<file path="config.mk">
export PLATFORM = sky130hd
export DESIGN_NAME = md5_message_digest
export DESIGN_NICKNAME = d
export VERILOG_FILES = /design/src/rtl/md5_pkg.sv /design/src/rtl/md5_front.sv /design/src/rtl/md5_queue.sv /design/src/rtl/md5_back.sv /design/src/rtl/md5_message_digest.sv
export SDC_FILE = /design/constraint.sdc
export NUM_CORES = 2
export LEC_CHECK = 0
export BUFFER_PORTS_ARGS = -buffer_cell sky130_fd_sc_hd__buf_4
export CORE_MARGIN = 1.5
export CORE_UTILIZATION = 55
export DETAILED_ROUTE_END_ITERATION = 10
export PLACE_DENSITY = 0.69
export SYNTH_ARGS = -nofsm -noshare
export SYNTH_HDL_FRONTEND = slang
export SYNTH_SLANG_ARGS = --single-unit
</file>
<file path="constraint.sdc">
create_clock -name clk -period 15.5 [get_ports clk]
set_clock_uncertainty 0.2 [all_clocks]
set_input_delay 0.775 -clock clk [delete_from_list [all_inputs] [get_ports clk]]
set_output_delay 0.775 -clock clk [all_outputs]
set_load 0.02 [all_outputs]
</file>
<file path="src/rtl/md5_pkg.sv">
package md5_pkg;

    typedef struct packed {
        logic [7:0] data_byte;
        logic       byte_valid;
        logic       last;
    } md5_in_t;

    typedef struct packed {
        logic [31:0] digest_word;
        logic [1:0]  word_index;
        logic        last_word;
    } md5_out_t;

    // Front-to-back command: one message word of 32 bits with its slot, flagged at block end and at finish.
    typedef struct packed {
        logic [31:0] word;
        logic [3:0]  slot;
        logic        block_end;
        logic        finish;
    } md5_cmd_t;

    localparam logic [31:0] IV_A = 32'h67452301;
    localparam logic [31:0] IV_B = 32'hEFCDAB89;
    localparam logic [31:0] IV_C = 32'h98BADCFE;
    localparam logic [31:0] IV_D = 32'h10325476;
    localparam logic [7:0]  PAD_BYTE = 8'h80;
    localparam logic [5:0]  LEN_POS = 6'd56;

    function automatic logic [31:0] round_const(input logic [5:0] k);
        logic [31:0] t [64];
        t = '{
            32'hd76aa478, 32'he8c7b756, 32'h242070db, 32'hc1bdceee,
            32'hf57c0faf, 32'h4787c62a, 32'ha8304613, 32'hfd469501,
            32'h698098d8, 32'h8b44f7af, 32'hffff5bb1, 32'h895cd7be,
            32'h6b901122, 32'hfd987193, 32'ha679438e, 32'h49b40821,
            32'hf61e2562, 32'hc040b340, 32'h265e5a51, 32'he9b6c7aa,
            32'hd62f105d, 32'h02441453, 32'hd8a1e681, 32'he7d3fbc8,
            32'h21e1cde6, 32'hc33707d6, 32'hf4d50d87, 32'h455a14ed,
            32'ha9e3e905, 32'hfcefa3f8, 32'h676f02d9, 32'h8d2a4c8a,
            32'hfffa3942, 32'h8771f681, 32'h6d9d6122, 32'hfde5380c,
            32'ha4beea44, 32'h4bdecfa9, 32'hf6bb4b60, 32'hbebfbc70,
            32'h289b7ec6, 32'heaa127fa, 32'hd4ef3085, 32'h04881d05,
            32'hd9d4d039, 32'he6db99e5, 32'h1fa27cf8, 32'hc4ac5665,
            32'hf4292244, 32'h432aff97, 32'hab9423a7, 32'hfc93a039,
            32'h655b59c3, 32'h8f0ccc92, 32'hffeff47d, 32'h85845dd1,
            32'h6fa87e4f, 32'hfe2ce6e0, 32'ha3014314, 32'h4e0811a1,
            32'hf7537e82, 32'hbd3af235, 32'h2ad7d2bb, 32'heb86d391};
        return t[k];
    endfunction

    function automatic logic [4:0] rot_amount(input logic [3:0] i);
        logic [4:0] t [16];
        t = '{5'd7, 5'd12, 5'd17, 5'd22, 5'd5, 5'd9, 5'd14, 5'd20,
              5'd4, 5'd11, 5'd16, 5'd23, 5'd6, 5'd10, 5'd15, 5'd21};
        return t[i];
    endfunction

endpackage

</file>
<file path="src/rtl/md5_front.sv">
module md5_front (
    input  logic               clk,
    input  logic               rst_n,
    input  md5_pkg::md5_in_t   in_item,
    input  logic               in_valid,
    output logic               in_stall,
    output md5_pkg::md5_cmd_t  cmd,
    output logic               cmd_valid,
    input  logic               cmd_full
);
    import md5_pkg::*;

    localparam logic [1:0] ST_IDLE = 2'd0;
    localparam logic [1:0] ST_PAD  = 2'd1;

    logic [1:0]  state_reg, state_next;
    logic [60:0] count_reg, count_next;   // byte count; bits = count << 3
    logic [23:0] acc_reg;
    logic [5:0]  pos_reg, pos_next;
    logic [63:0] bits_reg, bits_next;
    logic        mark_reg, mark_next;       // next pad byte is the 0x80 marker
    logic        len_blk_reg, len_blk_next; // this pad block carries the length

    logic        take;
    logic        push;
    logic        finishing;
    logic [7:0]  cur_byte;

    assign in_stall  = (state_reg != ST_IDLE) || cmd_full;
    assign take      = in_valid && !in_stall;
    assign finishing = (state_reg == ST_PAD) && !cmd_full && (pos_reg == 6'd63)
                       && len_blk_reg;

    always_comb
    begin
        state_next   = state_reg;
        count_next   = count_reg;
        pos_next     = pos_reg;
        bits_next    = bits_reg;
        mark_next    = mark_reg;
        len_blk_next = len_blk_reg;
        cur_byte     = 8'h00;
        push         = 1'b0;
        unique case (state_reg)
            ST_IDLE:
            begin
                if (take && in_item.byte_valid)
                begin
                    cur_byte   = in_item.data_byte;
                    push       = 1'b1;
                    count_next = count_reg + 61'd1;
                    pos_next   = pos_reg + 6'd1;
                end
                if (take && in_item.last)
                begin
                    state_next   = ST_PAD;
                    bits_next    = {count_next, 3'b000};
                    count_next   = '0;
                    mark_next    = 1'b1;
                    // the marker must land before the length window
                    len_blk_next = (pos_next < LEN_POS);
                end
            end
            ST_PAD:
            begin
                if (!cmd_full)
                begin
                    push      = 1'b1;
                    pos_next  = pos_reg + 6'd1;
                    mark_next = 1'b0;
                    if (mark_reg)
                        cur_byte = PAD_BYTE;
                    else if (len_blk_reg && pos_reg >= LEN_POS)
                        cur_byte = bits_reg[{pos_reg[2:0], 3'b000} +: 8];
                    if (pos_reg == 6'd63)
                    begin
                        if (len_blk_reg)
                            state_next = ST_IDLE;
                        else
                            len_blk_next = 1'b1;
                    end
                end
            end
            default: state_next = ST_IDLE;
        endcase
    end

    assign cmd_valid      = push && (pos_reg[1:0] == 2'd3);
    assign cmd.word       = {cur_byte, acc_reg};
    assign cmd.slot       = pos_reg[5:2];
    assign cmd.block_end  = (pos_reg == 6'd63);
    assign cmd.finish     = finishing;

    always_ff @(posedge clk or negedge rst_n)
    begin
        if (!rst_n)
        begin
            state_reg   <= ST_IDLE;
            count_reg   <= '0;
            pos_reg     <= '0;
            mark_reg    <= 1'b0;
            len_blk_reg <= 1'b0;
        end
        else
        begin
            state_reg   <= state_next;
            count_reg   <= count_next;
            pos_reg     <= pos_next;
            mark_reg    <= mark_next;
            len_blk_reg <= len_blk_next;
        end
    end

    always_ff @(posedge clk)
    begin
        acc_reg  <= push ? {cur_byte, acc_reg[23:8]} : acc_reg;
        bits_reg <= bits_next;
    end

    assert property (@(posedge clk) disable iff (!rst_n)
        cmd_valid && cmd.finish |-> cmd.block_end)
        else $error("finish without block end");
    assert property (@(posedge clk) disable iff (!rst_n)
        cmd_valid |-> pos_reg[1:0] == 2'd3)
        else $error("word pushed off alignment");
    assert property (@(posedge clk) disable iff (!rst_n)
        state_reg == ST_PAD |-> in_stall)
        else $error("input taken while padding");

endmodule

</file>
<file path="src/rtl/md5_queue.sv">
module md5_queue (
    input  logic               clk,
    input  logic               rst_n,
    input  md5_pkg::md5_cmd_t  wr_data,
    input  logic               wr_en,
    output logic               full,
    output md5_pkg::md5_cmd_t  rd_data,
    output logic               rd_valid,
    input  logic               rd_en
);
    import md5_pkg::*;

    md5_cmd_t    mem_reg [4];
    logic [1:0]  wp_reg, rp_reg;
    logic [2:0]  cnt_reg;

    // full leaves room for the word being assembled
    assign full     = (cnt_reg >= 3'd3);
    assign rd_valid = (cnt_reg != 3'd0);
    assign rd_data  = mem_reg[rp_reg];

    always_ff @(posedge clk)
    begin
        if (wr_en)
            mem_reg[wp_reg] <= wr_data;
    end

    always_ff @(posedge clk or negedge rst_n)
    begin
        if (!rst_n)
        begin
            wp_reg  <= '0;
            rp_reg  <= '0;
            cnt_reg <= '0;
        end
        else
        begin
            if (wr_en)
                wp_reg <= wp_reg + 2'd1;
            if (rd_en)
                rp_reg <= rp_reg + 2'd1;
            cnt_reg <= cnt_reg + {2'b00, wr_en} - {2'b00, rd_en};
        end
    end

    assert property (@(posedge clk) disable iff (!rst_n)
        !(wr_en && cnt_reg == 3'd4))
        else $error("queue overflow");
    assert property (@(posedge clk) disable iff (!rst_n)
        rd_en |-> rd_valid)
        else $error("queue underflow");
    assert property (@(posedge clk) disable iff (!rst_n)
        cnt_reg <= 3'd4)
        else $error("queue count out of range");

endmodule

</file>
<file path="src/rtl/md5_back.sv">
module md5_back (
    input  logic               clk,
    input  logic               rst_n,
    input  md5_pkg::md5_cmd_t  cmd,
    input  logic               cmd_valid,
    output logic               cmd_take,
    output md5_pkg::md5_out_t  out_item,
    output logic               valid,
    input  logic               stall
);
    import md5_pkg::*;

    localparam logic [1:0] ST_LOAD = 2'd0;
    localparam logic [1:0] ST_RUN  = 2'd1;
    localparam logic [1:0] ST_EMIT = 2'd2;

    logic [1:0]  state_reg;
    logic [31:0] w_reg [16];
    logic [31:0] h_reg [4];
    logic [31:0] a_reg, b_reg, c_reg, d_reg;
    logic [5:0]  k_reg;
    logic        fin_reg;
    logic [1:0]  idx_reg;
    logic        val_reg;

    logic [1:0]  phase;
    logic [31:0] f;
    logic [3:0]  g;
    logic [31:0] t, rot, new_b;
    logic [4:0]  s;

    assign phase = k_reg[5:4];

    always_comb
    begin
        unique case (phase)
            2'd0: begin f = (b_reg & c_reg) | (~b_reg & d_reg); g = k_reg[3:0]; end
            2'd1: begin f = (b_reg & d_reg) | (c_reg & ~d_reg);
                        g = 4'(5 * k_reg[3:0] + 1); end
            2'd2: begin f = b_reg ^ c_reg ^ d_reg; g = 4'(3 * k_reg[3:0] + 5); end
            default: begin f = c_reg ^ (b_reg | ~d_reg); g = 4'(7 * k_reg[3:0]); end
        endcase
        t     = a_reg + f + w_reg[g] + round_const(k_reg);
        s     = rot_amount({phase, k_reg[1:0]});
        rot   = (t << s) | (t >> (6'd32 - {1'b0, s}));
        new_b = b_reg + rot;
    end

    assign cmd_take = (state_reg == ST_LOAD) && cmd_valid;
    assign valid    = val_reg;
    assign out_item.digest_word = h_reg[idx_reg];
    assign out_item.word_index  = idx_reg;
    assign out_item.last_word   = (idx_reg == 2'd3);

    always_ff @(posedge clk)
    begin
        if (cmd_take)
            w_reg[cmd.slot] <= cmd.word;
        if (cmd_take && cmd.block_end)
        begin
            a_reg <= h_reg[0];
            b_reg <= h_reg[1];
            c_reg <= h_reg[2];
            d_reg <= h_reg[3];
        end
        else if (state_reg == ST_RUN)
        begin
            a_reg <= d_reg;
            d_reg <= c_reg;
            c_reg <= b_reg;
            b_reg <= new_b;
        end
    end

    always_ff @(posedge clk or negedge rst_n)
    begin
        if (!rst_n)
        begin
            state_reg <= ST_LOAD;
            k_reg     <= '0;
            fin_reg   <= 1'b0;
            idx_reg   <= '0;
            val_reg   <= 1'b0;
            h_reg     <= '{IV_A, IV_B, IV_C, IV_D};
        end
        else
        begin
            unique case (state_reg)
                ST_LOAD:
                begin
                    if (cmd_take && cmd.block_end)
                    begin
                        state_reg <= ST_RUN;
                        k_reg     <= '0;
                        fin_reg   <= cmd.finish;
                    end
                end
                ST_RUN:
                begin
                    k_reg <= k_reg + 6'd1;
                    if (k_reg == 6'd63)
                    begin
                        h_reg[0] <= h_reg[0] + d_reg;
                        h_reg[1] <= h_reg[1] + new_b;
                        h_reg[2] <= h_reg[2] + b_reg;
                        h_reg[3] <= h_reg[3] + c_reg;
                        if (fin_reg)
                        begin
                            state_reg <= ST_EMIT;
                            idx_reg   <= '0;
                            val_reg   <= 1'b1;
                        end
                        else
                            state_reg <= ST_LOAD;
                    end
                end
                ST_EMIT:
                begin
                    if (!stall)
                    begin
                        idx_reg <= idx_reg + 2'd1;
                        if (idx_reg == 2'd3)
                        begin
                            val_reg   <= 1'b0;
                            state_reg <= ST_LOAD;
                            h_reg     <= '{IV_A, IV_B, IV_C, IV_D};
                        end
                    end
                end
                default: state_reg <= ST_LOAD;
            endcase
        end
    end

    assert property (@(posedge clk) disable iff (!rst_n)
        valid |-> state_reg == ST_EMIT)
        else $error("digest shown outside emit");
    assert property (@(posedge clk) disable iff (!rst_n)
        state_reg == ST_RUN |-> !cmd_take)
        else $error("word taken mid-compression");
    assert property (@(posedge clk) disable iff (!rst_n)
        valid && out_item.last_word && !stall |=> !valid)
        else $error("digest overrun");

endmodule

</file>
<file path="src/rtl/md5_message_digest.sv">
// MD5 digest of a byte stream.
// Input channel: in_item (data_byte, byte_valid, last) with in_valid/in_stall.
// Each accepted word with byte_valid appends one byte. A word with last ends the
// message: padding and the bit length are appended, which takes one or two blocks.
// Output channel: out_item (digest_word, word_index, last_word) with
// out_valid/out_stall; four words per message, A first, last_word on D.
// Throughput: one byte per cycle while the front fills a block and the queue
// is not full; the back runs the rounds of each block on the round unit, and
// only the three queued words plus the word being packed (12 to 15 bytes)
// overlap those rounds. Padding sends one pad byte per cycle while the queue
// is not full. From last to first digest word come the pad bytes of the final
// block, the queue register and the final block's rounds; a two-block pad
// adds the first block's rounds.
// Reset returns the chaining words to the initial vector, clears the bit count
// and empties the queue. A stalled digest word holds until taken; the input
// stalls while padding runs or while the queue is full.
module md5_message_digest (
    input  logic              clk,
    input  logic              rst_n,
    input  md5_pkg::md5_in_t  in_item,
    input  logic              in_valid,
    output logic              in_stall,
    output md5_pkg::md5_out_t out_item,
    output logic              out_valid,
    input  logic              out_stall
);
    import md5_pkg::*;

    md5_cmd_t f_cmd, q_cmd;
    logic     f_valid, q_full, q_valid, q_take;

    md5_front u_front (
        .clk(clk), .rst_n(rst_n), .in_item(in_item), .in_valid(in_valid),
        .in_stall(in_stall), .cmd(f_cmd), .cmd_valid(f_valid), .cmd_full(q_full));

    md5_queue u_queue (
        .clk(clk), .rst_n(rst_n), .wr_data(f_cmd), .wr_en(f_valid), .full(q_full),
        .rd_data(q_cmd), .rd_valid(q_valid), .rd_en(q_take));

    md5_back u_back (
        .clk(clk), .rst_n(rst_n), .cmd(q_cmd), .cmd_valid(q_valid),
        .cmd_take(q_take), .out_item(out_item), .valid(out_valid), .stall(out_stall));

endmodule

</file>
## Yosys cells after proc, flatten, opt, wreduce, memory -nomap -nowiden

Memories as Yosys holds them, arrays and structs flattened.
Index checks and enable logic that the tools add are counted.

| operators by class | value |
|---|---|
| add/subtract/negate cells | 19 |
| multiply operators | 3 |
| magnitude comparators | 6 |
| equality and inequality tests | 18 |
| shift operators | 3 |
| muxes and demuxes | 68 |
| bitwise operators | 16 |
| reduce and logical (&&, ||, !) cells | 33 |

Operator list:

| kind | count |
|---|---|
| 128-bit two-way mux | 3 |
| 32-bit two-way mux | 12 |
| 32-bit adder | 8 |
| 128-bit case mux with 2 select lines | 1 |
| 32-bit AND | 4 |
| 32-bit OR | 4 |
| 61-bit two-way mux | 2 |
| 32-bit case mux with 3 select lines | 1 |
| 32-bit XOR | 3 |
| 32-bit binary-select mux with 2-bit select | 1 |
| 32-bit inverter | 2 |
| 64-bit by 7-bit variable part select with 8-bit output | 1 |
| 61-bit by 1-bit adder with 61-bit output, second input constant | 1 |
| 8-bit two-way mux | 4 |
| 32-bit by 5-bit << shifter with 32-bit output | 1 |
| 32-bit by 6-bit right shift with 32-bit output | 1 |
| 2-bit two-way mux | 12 |
| 6-bit two-way mux | 4 |
| 6-bit case mux with 2 select lines | 2 |
| 4-bit AND reduction | 5 |
| 8-bit case mux with 2 select lines | 1 |
| 1-bit two-way mux | 15 |
| 6-bit by 1-bit adder with 6-bit output, second input constant | 2 |
| 6-bit equality test, second input constant | 2 |
| 35 further kinds | 74 |

| storage, ports and cells | value |
|---|---|
| register bits after elaboration | 431 |
| bits in writable memories | 664 |
| ROM bits | 2128 |
| input port bits | 14 |
| output and inout port bits | 37 |
| word-level logic and storage cells | 193 |
| memories kept | 4 |

Memories:

| name | depth | bits a word | rd ports | clocked after Yosys merged registers in | wr ports | line | RTL |
|---|---|---|---|---|---|---|---|
| (no name shown) | 64 | 32 | 1 | 0 | 0 | md5_pkg.sv:49 | `return t[k];` |
| u_back.w_reg | 16 | 32 | 1 | 0 | 1 | md5_back.sv:18 | `logic [31:0] w_reg [16];` |
| u_queue.mem_reg | 4 | 38 | 1 | 0 | 1 | md5_queue.sv:13 | `md5_cmd_t mem_reg [4];` |
| (no name shown) | 16 | 5 | 1 | 0 | 0 | md5_pkg.sv:56 | `return t[i];` |

## Logic depth before layout (Yosys ltp)

| depth | value |
|---|---|
| depth after elaboration | 13 |
| mapped depth | 65 |
| gate-level depth less buffers | 60 |

## Cells and area by module

Synthesis repeated with hierarchy kept, for this count alone.

| second synthesis, totals | value |
|---|---|
| cells, all modules | 5663 |
| area total of the unflattened synthesis | 63280.7 um^2 |

By module, submodules not included:

| module | instances | cells an instance | area an instance (um^2) | seq. area each (um^2) |
|---|---|---|---|---|
| md5_back | 1 | 4801 | 50120.6 | 22801.9 |
| md5_front | 1 | 627 | 7230.7 | 4304.1 |
| md5_queue | 1 | 235 | 5929.4 | 4739.5 |

## Worst setup path after synthesis

OpenSTA, ideal clock, no wires.

| timing path | value |
|---|---|
| path kind | register to register |
| from | register u_back.k_reg[2] |
| to | register u_back.h_reg[95] (netlist bit) |
| setup time | 0.088 ns |
| data arrival time | 12.566 ns |
| data required time | 15.212 ns |
| path slack | 2.646 ns |
| stages on the path, launching flop included | 63 |
| path buffers | 6 |
| period minus slack after synthesis | 12.854 ns |
| cell sequence | dfrtp_1 buf_2 inv_1 clkbuf_1 clkbuf_1 ha_1 fa_1 a211oi_1 a21o_1 clkbuf_1 clkbuf_1 nand2_1 a31oi_1 fa_1 inv_1 fa_1 inv_1 ha_1 [... 27 more ...] a21oi_1 o41ai_1 a21o_1 a21oi_1 xnor2_1 ha_1 a21oi_1 nand2_1 nor3_1 a21oi_1 and2_1 a221o_1 a21oi_1 o21ai_0 a31oi_1 o21ai_0 a211oi_1 a211oi_2 |

| on the way | value |
|---|---|
| cells in the longest elaborated chain, start to end | 12 |
| elaborated cells between the ends (all ways) | 23 |
| classes of those cells | add/sub (6); mul (3); eq/ne (2); shift (2); mux (5); bitwise (2); reduce/logical (1); memory (2) |

RTL lines:

| element | line | RTL |
|---|---|---|
| from (decl) | md5_back.sv:21 | `logic [5:0] k_reg;` |
| from (signal assigned) | md5_back.sv:100 | `k_reg <= k_reg + 6'd1;` |
| 2-bit by 4-bit multiplier with 4-bit output or 3-bit by 4-bit multiplier with 4-bit output (tied branches) | md5_back.sv:40, md5_back.sv:39 |  |
| 4-bit by 3-bit adder with 4-bit output or 4-bit by 1-bit adder with 4-bit output (tied branches) | md5_back.sv:40, md5_back.sv:39 |  |
| 4-bit case mux with 3 select lines | md5_back.sv:36 | `unique case (phase)` |
| memory read 16 x 32 bit | n/a |  |
| 32-bit adder (2 in a row) | md5_back.sv:43 | `t = a_reg + f + w_reg[g] + round_const(k_reg);` |
| 32-bit by 6-bit right shift with 32-bit output or 32-bit by 5-bit << shifter with 32-bit output (tied branches) | md5_back.sv:45 | `rot = (t << s) \| (t >> (6'd32 - {1'b0, s}));` |
| 32-bit OR | md5_back.sv:45 |  |
| 32-bit adder | md5_back.sv:46 | `new_b = b_reg + rot;` |
| 32-bit adder | md5_back.sv:104 | `h_reg[1] <= h_reg[1] + new_b;` |
| 128-bit two-way mux | md5_back.sv:101 | `if (k_reg == 6'd63)` |
| 128-bit case mux with 2 select lines | md5_back.sv:88 | `unique case (state_reg)` |
| to (signal assigned) | md5_back.sv:84 | `h_reg <= '{IV_A, IV_B, IV_C, IV_D};` |
| to (signal assigned) | md5_back.sv:126 | `h_reg <= '{IV_A, IV_B, IV_C, IV_D};` |
| to (decl) | md5_back.sv:19 | `logic [31:0] h_reg [4];` |

Several ways; a longest one is shown, not always the timed one. The select of a mux whose other input is x is not followed.
A chain may end at the register's enable or synchronous reset.

## Worst setup path in the final report

| timing path | value |
|---|---|
| from | register u_back.k_reg[0] |
| to | register u_back.h_reg[95] (netlist bit) |

Same word-level chain as after synthesis.

==> results by group <==
Layout
  • Fill cell count: between 8000 and 9000
  • Antenna diodes: 0
  • Final #Nets: around 5600
  • Largest register FFs: about 500
  • Commonest non-fill, non-tap cell in the layout: edfxtp_1
  • Share of cells above drive strength 1: 0.1558
  • Most frequent cells in the layout: 877 x edfxtp_1, 403 x nand2_1, 371 x nor2_1, 331 x a21oi_1, 316 x o21ai_0
  • Syn-to-layout area delta: 9.886%

Floorplan
  • Die width: ~340 um
  • Core Region: 112200 sq um
  • Standard-cell row count: 123
  • Chip height: ~340 um
  • Io pins: 51
  • Initial Util: 0.5538
  • Die area: 115000 sq um

Clocking
  • Clk sinks: ~1100
  • # Post-CTS Setup Buffers: 0
  • CTS max path bufs: 3
  • Clk pin slew, worst setup/hold paths: 0.07 ns
  • Root buffer cell: clkbuf_16
  • H-tree depth reported by CTS: 3
  • Cts bufs inserted: 114
  • CTS tree: built
  • Clk Latency, worst-skew pair: 0.73 ns

Timing
  • Post-route minimum period: roughly 14 ns
  • Setup TNS Final: 0 ns
  • Setup ws final: about 1.2 ns
  • Final worst path period share: 0.9245
  • Rel. slew slack: 0.2482
  • RSZ-0062 raised after global routing: no
  • Final hold violations: 0
  • Final slew viol count: 0
  • Max Freq: approximately 0.07 GHz
  • Setup-violating endpoint count in the final report: 0
  • Worst-Margin Slew: ~1.1 ns

Placed design
  • Port buffer count: 50
  • HPWL Detailed: approximately 130000 um
  • RD Place Congestion: a little over 1
  • Dpl ws: roughly 1.3 ns

Synth
  • Syn Nets: roughly 5600
  • Cell Area, Synth: 62130 sq um
  • Yosys Warn Count: 0
  • Post-synthesis sequential area ratio: 0.5126
  • Syn Inst Count: about 5300
  • Synth Flop Type: edfxtp_1
  • Avg Inst Size Synth: 11.78 sq um
  • Yosys cell types: between 90 and 100
  • Post-synth EDFFs: 877
  • Synth async-reset ratio: 0.1984
  • Register bit total from synthesis: approximately 1100

Worst setup path
  • CP delay by family, top: compound AO/OA/AOI/OAI gates
  • Worst-path fanout max: about 50
  • Worst path required time: between 15 and 20 ns
  • WP depth: 55
  • FF-to-FF path depth: 55
  • Crit-path slowest cell: nor4_1
  • R2r setup slk: around 1.2 ns
  • Crit. End Element: register
  • CP most frequent cell: a21oi_1
  • Max incr delay on CP: between 0.6 and 0.7 ns
  • Startpoint class of the critical path: register
  • WP buf/inv: 7
  • Critical path data arrival time: 14.78 ns
  • Setup CP Type: register to register

Route
  • Residual DRC: 0
  • Final WL: 183700 um
  • Detailed-route via count: approximately 44000
  • Vias per cell: 6.409
  • WL/cell: between 20 and 30 um
  • Final ANT Viol Nets: 0
  • Drt initial violations: 4573
  • DRT Pass-1 Iters: 6

Status
  • Status: finished, final reports clean

Global routing
  • First-pass GRT wire length: roughly 270000 um
  • GRT overflow: 0
  • Vias in the first global route: between 40000 and 50000
  • Antenna violations before repair: 0
  • Pin count of the biggest net entering global routing: roughly 100
  • Global Route Usage Sum: 0.3166

Flow run
  • MaxCap Viol Count: 0

Worst hold path
  • HP Class: input port to register
  • Hold depth: 4
==> kinds of logic after synthesis <==
| family | after synthesis | synth area share |
|---|---|---|
| flip-flops | 1094 | 0.5126 |
| buffers and inverters | 592 | 0.03621 |
| multiplexers | 419 | 0.1145 |
| AO/OA/AOI/OAI | 1249 | 0.1277 |
| adder cells (fa/ha/maj) | 331 | 0.07423 |
| AND/OR/NAND/NOR | 1309 | 0.09505 |
| XOR/XNOR | 280 | 0.03971 |
==> worst reg2reg max path, delay by kind of cell, from the launching register on <==
| kind | cells | cell delay, ns |
|---|---|---|
| compound gates | 29 | 6.68 |
| xor+xnor | 2 | 0.60 |
| fa+ha+maj | 6 | 2.31 |
| buf+inv | 7 | 1.35 |
| flops | 1 | 0.37 |
| mux | 2 | 0.85 |
| simple gates | 9 | 1.88 |
==> routing by layer <==
metal  track usage  part of all wire  vias up
met5             0                 0        -
met4        0.1276             0.042        0
met3       0.04997             0.075      296
met2        0.4969              0.46     1721
met1        0.4437              0.42    22160
li1              -                 -    19740
==> cells in the mapped netlist (all sizes together), types with 18 or more instances <==
cell | number | share of area
nand3 | 179 | 0.014
ha | 227 | 0.046
dfrtp | 153 | 0.062
o21ai | 321 | 0.026
o21a | 34 | 0.0041
a21o | 67 | 0.0081
a21boi | 20 | 0.0024
nand2b | 43 | 0.0043
o211ai | 47 | 0.0057
maj3 | 31 | 0.0050
fa | 73 | 0.024
nand4 | 26 | 0.0026
nor3 | 102 | 0.0082
mux2i | 67 | 0.011
and2 | 38 | 0.0038
nand2 | 405 | 0.024
mux2 | 132 | 0.024
and3 | 37 | 0.0037
o21bai | 32 | 0.0039
or3 | 18 | 0.0018
dfstp | 64 | 0.027
mux4 | 220 | 0.080
o221ai | 23 | 0.0033
buf | 94 | 0.0061
xnor2 | 158 | 0.022
clkbuf | 188 | 0.011
edfxtp | 877 | 0.42
inv | 308 | 0.019
o221a | 22 | 0.0040
nor2b | 27 | 0.0027
a31oi | 119 | 0.012
xor2 | 121 | 0.017
a21oi | 332 | 0.027
a211oi | 72 | 0.0088
o31ai | 24 | 0.0029
nor2 | 387 | 0.023
==> final timing paths <==
kind,endpoint,start
setup / recovery,u_back.h_reg[95],u_back.k_reg[0]
hold / removal,u_back.idx_reg[1],out_stall
setup reg to reg,u_back.h_reg[95],u_back.k_reg[0]
hold reg to reg,u_back.valid,u_back.valid
max in group asynchronous,u_back.h_reg[0],rst_n
min in group asynchronous,u_front.count_reg[52],rst_n
==> stage by stage <==
step / instance area [sq um] / util / hold slack [ns] / instances
6_report: 68270 / 0.6085 / 0.2173 / 6853
5_1_grt: 68270 / 0.6085 / 0.2194 / 6853
4_1_cts: 68260 / 0.6085 / 0.1745 / 6853
3_5_place_dp: 64360 / 0.5737 / 0.2794 / 6637
3_3_place_gp: 64360 / 0.5737 / 0.2729 / 6637
2_1_floorplan: 62130 / - / 0.2587 / 5274
==> what timing repair did <==
action                                 CTS  global route
hold buffers                             1             0
gates resized for setup                  0             1
endpoints found under the hold margin   73             0
setup endpoints to repair                0             1
==> cell type report <==
cell class              count  area [sq um]  share of cell area
clock buffers             148          3124             0.04576
clock inverters            67         769.5             0.01127
inverters                 310          1169             0.01712
multi-input cells        3588         28300              0.4145
flip-flops and latches   1094         31860              0.4667
well taps                1500          1877             0.02749
repair buffers            146          1169             0.01712
Power is not shown: default switching activity piles up to over one toggle a cycle in this logic, so the estimate is an artifact.
